File: src/bilinear_point_splat_grid_macros.svh
// Assertion macros shared by the gridding block.
`ifndef BILINEAR_POINT_SPLAT_GRID_MACROS_SVH
`define BILINEAR_POINT_SPLAT_GRID_MACROS_SVH
`ifndef NO_ASSERTIONS
// Same-cycle implication, disabled while reset is low.
`define BPSG_ASSERT_IMP(name, clk, rstn, pre, post) \
    name: assert property (@(posedge clk) disable iff (!rstn) (pre) |-> (post)) \
        else $error("same-cycle implication failed");
// Next-cycle implication, disabled while reset is low.
`define BPSG_ASSERT_NEXT(name, clk, rstn, pre, post) \
    name: assert property (@(posedge clk) disable iff (!rstn) (pre) |=> (post)) \
        else $error("next-cycle implication failed");
`else
`define BPSG_ASSERT_IMP(name, clk, rstn, pre, post)
`define BPSG_ASSERT_NEXT(name, clk, rstn, pre, post)
`endif
`endif

File: src/bpsg_pkg.sv
package bpsg_pkg;

    // Default sizes of the grid and the fixed-point format.
    localparam int MAX_WIDTH_DEF  = 256;
    localparam int MAX_HEIGHT_DEF = 256;
    localparam int FRAC_BITS_DEF  = 16;

    // Dividend and divisor widths of the mean-height divider.
    localparam int DIV_DW = 64;
    localparam int DIV_VW = 32;

    typedef enum logic [1:0] {
        CMD_CLEAR = 2'd0,
        CMD_SPLAT = 2'd1,
        CMD_READ  = 2'd2,
        CMD_NONE  = 2'd3
    } cmd_t;

    typedef enum logic [2:0] {
        REG_ORIGIN_X    = 3'd0,
        REG_ORIGIN_Y    = 3'd1,
        REG_SCALE_X     = 3'd2,
        REG_SCALE_Y     = 3'd3,
        REG_GRID_WIDTH  = 3'd4,
        REG_GRID_HEIGHT = 3'd5
    } reg_idx_t;

    typedef enum logic [3:0] {
        ST_CLEAR,
        ST_IDLE,
        ST_DIFF,
        ST_MUL,
        ST_CHECK,
        ST_BASE,
        ST_READ,
        ST_MULZ,
        ST_WRITE,
        ST_CELL_RD,
        ST_CELL_WAIT,
        ST_DIV,
        ST_DONE
    } state_t;

    // Divider status seen by the sequencer.
    typedef struct packed {
        logic busy;
        logic done;
    } div_status_t;

endpackage

File: src/bpsg_div.sv
module bpsg_div #(
    parameter int DW = bpsg_pkg::DIV_DW,
    parameter int VW = bpsg_pkg::DIV_VW
) (
    input  logic                  aclk,
    input  logic                  aresetn,
    input  logic                  start,
    input  logic [DW-1:0]         dividend,
    input  logic [VW-1:0]         divisor,
    output logic [DW-1:0]         quotient,
    output bpsg_pkg::div_status_t status
);

    localparam int CNTW = $clog2(DW + 1);

    logic [CNTW-1:0] cnt_reg;
    logic            done_reg;
    logic [DW-1:0]   quot_reg;
    logic [VW-1:0]   rem_reg;
    logic [VW-1:0]   div_reg;
    logic [VW:0]     trial;
    logic            fits;

    // One quotient bit per cycle, restoring scheme.
    assign trial = {rem_reg, quot_reg[DW-1]};
    assign fits  = trial >= {1'b0, div_reg};

    always_ff @(posedge aclk) begin
        if (!aresetn) begin
            cnt_reg  <= '0;
            done_reg <= 1'b0;
        end else begin
            done_reg <= 1'b0;
            if (start) begin
                cnt_reg <= CNTW'(DW);
            end else if (cnt_reg != '0) begin
                cnt_reg <= cnt_reg - 1'b1;
                if (cnt_reg == CNTW'(1)) begin
                    done_reg <= 1'b1;
                end
            end
        end
    end

    always_ff @(posedge aclk) begin
        if (start) begin
            quot_reg <= dividend;
            rem_reg  <= '0;
            div_reg  <= divisor;
        end else if (cnt_reg != '0) begin
            quot_reg <= {quot_reg[DW-2:0], fits};
            rem_reg  <= fits ? VW'(trial - {1'b0, div_reg}) : VW'(trial);
        end
    end

    assign quotient    = quot_reg;
    assign status.busy = cnt_reg != '0;
    assign status.done = done_reg;

endmodule

File: config.mk
export PLATFORM = sky130hd
export DESIGN_NAME = bpsg_div
export DESIGN_NICKNAME = d
export VERILOG_FILES = /design/src/bilinear_point_splat_grid_macros.svh /design/src/bpsg_pkg.sv /design/src/bpsg_div.sv
export SDC_FILE = /design/constraint.sdc
export NUM_CORES = 1
export LEC_CHECK = 0
export BUFFER_PORTS_ARGS = -buffer_cell sky130_fd_sc_hd__buf_4
export CAP_MARGIN = 20
export CORE_MARGIN = 2
export CORE_UTILIZATION = 55
export CTS_CLUSTER_DIAMETER = 60
export CTS_CLUSTER_SIZE = 28
export DETAILED_ROUTE_END_ITERATION = 6
export GPL_TIMING_DRIVEN = 0
export PLACE_DENSITY = 0.8
export SETUP_SLACK_MARGIN = 0.3
export SYNTH_ARGS = -nofsm -noshare
export SYNTH_HDL_FRONTEND = slang
export SYNTH_SLANG_ARGS = --single-unit
export TNS_END_PERCENT = 30
File: constraint.sdc
create_clock -name aclk -period 3.5 [get_ports aclk]
set_input_delay 0.175 -clock aclk [delete_from_list [all_inputs] [get_ports aclk]]
set_output_delay 0.175 -clock aclk [all_outputs]
set_load 0.05 [all_outputs]
# Yosys cells after proc, flatten, opt, wreduce, memory -nomap -nowiden
# Index checks and enable logic that the tools add are counted.
# Widths: inputs -> output; s select.
[word_totals]
regBits = 136
out_inout_bits = 66
wordCells = 22
[op_classes]
n_addsub = 2
magnitude_cmp = 1
eq_ne = 1
mux = 6
bitwise = 2
n_reduce_logical = 4
[ops]
columns = ["op", "count"]
rows = [
  ["$mux 64", 2],
  ["$ge 33x32->1", 1],
  ["$mux 32", 1],
  ["$sub 32x32->32", 1],
  ["$mux 7", 2],
  ["$eq 7x1->1 const B", 1],
  ["$reduce_bool 7->1", 1],
  ["$sub 7x1->7 const B", 1],
  ["$reduce_or 3->1", 1],
  ["$not 1->1", 2],
  ["$reduce_bool 2->1", 1],
  ["$reduce_or 2->1", 1],
  ["$mux 1", 1],
]

# Depth between registers and ports, before layout
[logic_depth]
word_depth = 3
mapped_depth = 14

# Least setup slack after synthesis
# OpenSTA, ideal clock, no wires.
[synth_timing]
path_kind = "flip-flop to flip-flop"
from = "reg quot_reg[63] (netlist: quotient[63])"
to = "reg rem_reg[28]"
setup_ns = 0.088
arrival_ns = 2.936
t_required_ns = 3.412
setup_slack_ns = 0.476
stages_incl_launch_ff = 13
path_buffers = 0
synth_period_minus_slack_ns = 3.024
path_cell_list = "edfxtp_1 inv_1 ha_1 fa_1 nand2b_1 a21oi_1 o211a_1 o31a_1 o21ai_1 o21ai_0 mux2i_1 a2111o_1 a311oi_2"
[synth_between]
elab_chain_len = 2
word_cells_on_any_way = 3
classes_between = "1 x add/sub; 1 x order compare; 1 x mux"
[synth_lines]
columns = ["element", "line_no", "source"]
rows = [
  ["start: declaration", "bpsg_div.sv:18", "logic [DW-1:0] quot_reg;"],
  ["start signal: assignment", "bpsg_div.sv:47", "quot_reg <= dividend;"],
  ["start signal: assignment", "bpsg_div.sv:51", "quot_reg <= {quot_reg[DW-2:0], fits};"],
  ["$sub 32x32->32 / $ge 33x32->1 (equally long branches)", "bpsg_div.sv:52, bpsg_div.sv:26", ""],
  ["$mux 32 (*)", "bpsg_div.sv:52", "rem_reg <= fits ? VW'(trial - {1'b0, div_reg}) : VW'(trial);"],
  ["end signal: assignment", "bpsg_div.sv:52", ""],
  ["end: declaration", "bpsg_div.sv:19", "logic [VW-1:0] rem_reg;"],
]
# Every way passes the cells marked *; elsewhere a longest branch is shown, timed or not.
# A chain may end at the register's enable or synchronous reset.

# Worst setup path in the final report
# Same ends and word-level chain as after synthesis.

==> results.yml <==
run_status:
  status: "finished, final reports clean"
placed_design:
  gp_congestion: 0.934
  port_buffers: 164
  pre_cts_slack_ns: 0.309
  dpl.cell_count: 1024
  dp_hpwl_um: 14500
route:
  drt-total-wl_um: 20500
  avgRoutedWirePerCell_um: 18.8
  vias_per_cell: 5.75
  drc: 0
  ant_nets: 0
  drt-initial-drc-count: 571
  dr.pass1.iters: 5
  route.vias.total: 6257
sta:
  setup_viol: 0
  max_freq_mhz: 322
  finalSetupTns_ns: 0
  fin_worst_skew_ns: 0.00820
  fin_crit_ns: 3.10
  setup_ws_ns: 0.396
  tightestPinTransition_ns: 0.817
  hold_viol_final: 0
  max_slew_margin_pct: 45.5
  slew_viol_final: 0
  rsz0062_at_grt: "yes"
  hold-worst-slack_ns: 0.0437
  post-route-period-util_pct: 88.7
worst_setup_path:
  critPathMaxStageDelay_ns: 0.41
  r2r_end: "rem_reg[28]$_SDFFE_PP0P_"
  crit_chain: "inv_1 > ha_1 > fa_1 > nand2b_1 > a21oi_2 > o211a_1 > o31a_1 > o21ai_1 > o21ai_1 > mux2i_1 > a2111o_1 > a311oi_2"
  critPathKind: "reg2reg"
  cp.required_ns: 3.84
  start_kind: "flop"
  r2r_setup_slack_ns: 0.40
  path_common_cell: "o21ai_1"
  worstSetupEndpointType: "flop"
  worstPathArrival_ns: 3.45
  slowest_stage: "edfxtp_1"
  rr_worst_depth: 12
  path_max_fanout: 3
  reg2reg_from: "quotient[63]$_DFFE_PP_"
floorplan:
  rows: 42
  die_width_um: 121
  initial_core_util_pct: 56.5
  ios: 165
  core_sq_um: 13200
  die-area_sq_um: 14600
  die_y_um: 121
global_route:
  grt_max_degree: 38
  grt_first_pass_wirelength_um: 31900
  grt_usage_pct: 28.5
  grt_pass1_vias: 6434
  gr-total-overflow: 0
  antenna_found_initial: 0
worst_hold_path:
  hp-start: "dividend[12]"
  holdPathStages: 2
  hold_path_class: "in2reg"
  holdPathEnd: "quotient[12]$_DFFE_PP_"
power_and_ir_drop:
  finalPower_mw: 9.40
  p_per_area_nw_per_um2: 949
  ir_drop_mv: 0.774
  p_leak_nw: 4.26
cells_and_area:
  largest_register_ffs: 64
  antenna_cells: 0
  drive_above_1_share_pct: 33.3
  fin_nets: 1034
  final_cells: 1089
  areaGrowthSynthToFinish_pct: 32.3
clocking:
  path_clk_slew_ns: 0.07
  clock-root-buffer: "clkbuf_16"
  htree_levels: 4
  clockBufferDepth: 2
  clk_latency_ns: 0.43
  cts_tree: "built"
  cts_buffers: 17
  cts.sinks: 136
yosys:
  syn_area_sq_um: 7480
  synth_warnings: 0
  synth-seq-cells: 136
  syn_avg_cell_area_sq_um: 11.0
  synth.yosys.seq_area_share_pct: 49.2
  synth-edff-count: 96
  yosys_most_used_dff: "edfxtp_1"
  yosysUniqueCellTypes: 68
  syn-num-nets: 817
  netlist_instances: 683
  async_reset_ff_share_pct: 0
flow_run:
  cap_violations: 0
[synthesized netlist by cell type (15+ instances only)]
library cell / number / area share [%]
edfxtp_1: 96 / 39
ha_1: 34 / 5.7
clkbuf_1: 17 / 0.85
inv_1: 45 / 2.3
nand2_1: 67 / 3.4
xnor2_1: 19 / 2.2
dfxtp_1: 40 / 11
mux2_2: 64 / 9.6
a21oi_1: 35 / 2.3
a21o_1: 17 / 1.7
nor2_1: 57 / 2.9
nand3_1: 15 / 1.0
o21ai_0: 17 / 1.1
[where the power goes]
| part | total, mW | internal (mW) | switching (mW) | leakage [nW] |
|---|---|---|---|---|
| clock | 1.81 | 1.06 | 0.748 | 0.278 |
| combinational | 4.90 | 1.74 | 3.16 | 2.68 |
| sequential | 2.69 | 2.34 | 0.348 | 1.30 |
[how the worst max path moves through the flow]
stage | startpoint | endpoint | cells past startpoint
floorplan | quotient[63]$_DFFE_PP_ | rem_reg[28]$_SDFFE_PP0P_ | 12
global placement | cnt_reg[0]$_SDFFE_PP0P_ | quotient[9]$_DFFE_PP_ | 7
detailed placement | cnt_reg[0]$_SDFFE_PP0P_ | quotient[9]$_DFFE_PP_ | 8
CTS | quotient[63]$_DFFE_PP_ | rem_reg[28]$_SDFFE_PP0P_ | 12
global route | quotient[63]$_DFFE_PP_ | rem_reg[28]$_SDFFE_PP0P_ | 12
finish | quotient[63]$_DFFE_PP_ | rem_reg[28]$_SDFFE_PP0P_ | 12
[cells by family (layout without fill, tap and decap cells)]
group,after synthesis,in the layout,synth area share [%]
AND/OR/NAND/NOR,183,183,11.1
multiplexers,68,68,10.2
flip-flops,136,136,49.2
XOR/XNOR,28,28,3.28
buffers and inverters,80,310,4.66
AO/OA/AOI/OAI,153,153,15.6
adder cells (fa/ha/maj),35,35,5.95
[worst max-delay path, delay by kind of cell, from the launching register on]
kind	cells	cell delay, ns
AND/OR/NAND/NOR	1	0.22
multiplexers	1	0.11
buffers and inverters	1	0.06
flip-flops	1	0.41
adder cells (fa/ha/maj)	2	0.63
AO/OA/AOI/OAI	7	1.59
[final cells by class]
class                           count  area, sq um
Clock inverter                     15          169
Timing Repair Buffer              198         1580
Multi-Input combinational cell    467         3470
Fill cell                         882         3340
Inverter                           46          173
Buffer                             34          180
Clock buffer                       17          425
Tap cell                          176          220
Sequential cell                   136         3680
[layer usage]
metal | global-route usage [%] | wire length, um | vias to the layer above | share of wire [%]
li1 | - | - | 2949 | -
met1 | 31.4 | 7870 | 3036 | 38
met2 | 51.3 | 10600 | 243 | 52
met3 | 9.06 | 1580 | 29 | 7.7
met4 | 10.5 | 445 | 0 | 2.2
met5 | 0 | 0 | - | 0
[timing repair]
action | in CTS | in global routing
buffers inserted | 0 | 0
resized for setup | 0 | 8
setup endpoints to repair | 0 | 75
hold buffers | 33 | 0
hold endpoints to repair | 33 | 0
[placed cells by master, fill, tap and decap left out, types with 6 or more instances in the layout]
cell type and n:
o2111ai_1 6, edfxtp_1 96, a311oi_1 10, dfxtp_1 40, buf_4 166, buf_2 8
nor2_1 56, dlygate4sd3_1 33, mux2_2 64, ha_1 34, a31oi_1 7, a311oi_2 8
o21ai_0 16, clkbuf_1 16, xnor2_1 19, nand2b_1 9, nor3_1 9, inv_1 44
a211oi_1 9, nand2_1 67, clkbuf_16 17, a21oi_1 34, o21bai_1 6, xor2_1 9
a21o_1 17, nand3_1 15
[metrics by stage]
step           utilization, %  instance area (sq um)
2_1_floorplan               -                   7480
3_3_place_gp             67.5                   8930
3_5_place_dp             67.6                   8950
4_1_cts                  74.6                   9880
5_1_grt                  74.8                   9900
6_report                 74.8                   9900
Power figures use the tool's default switching activity.
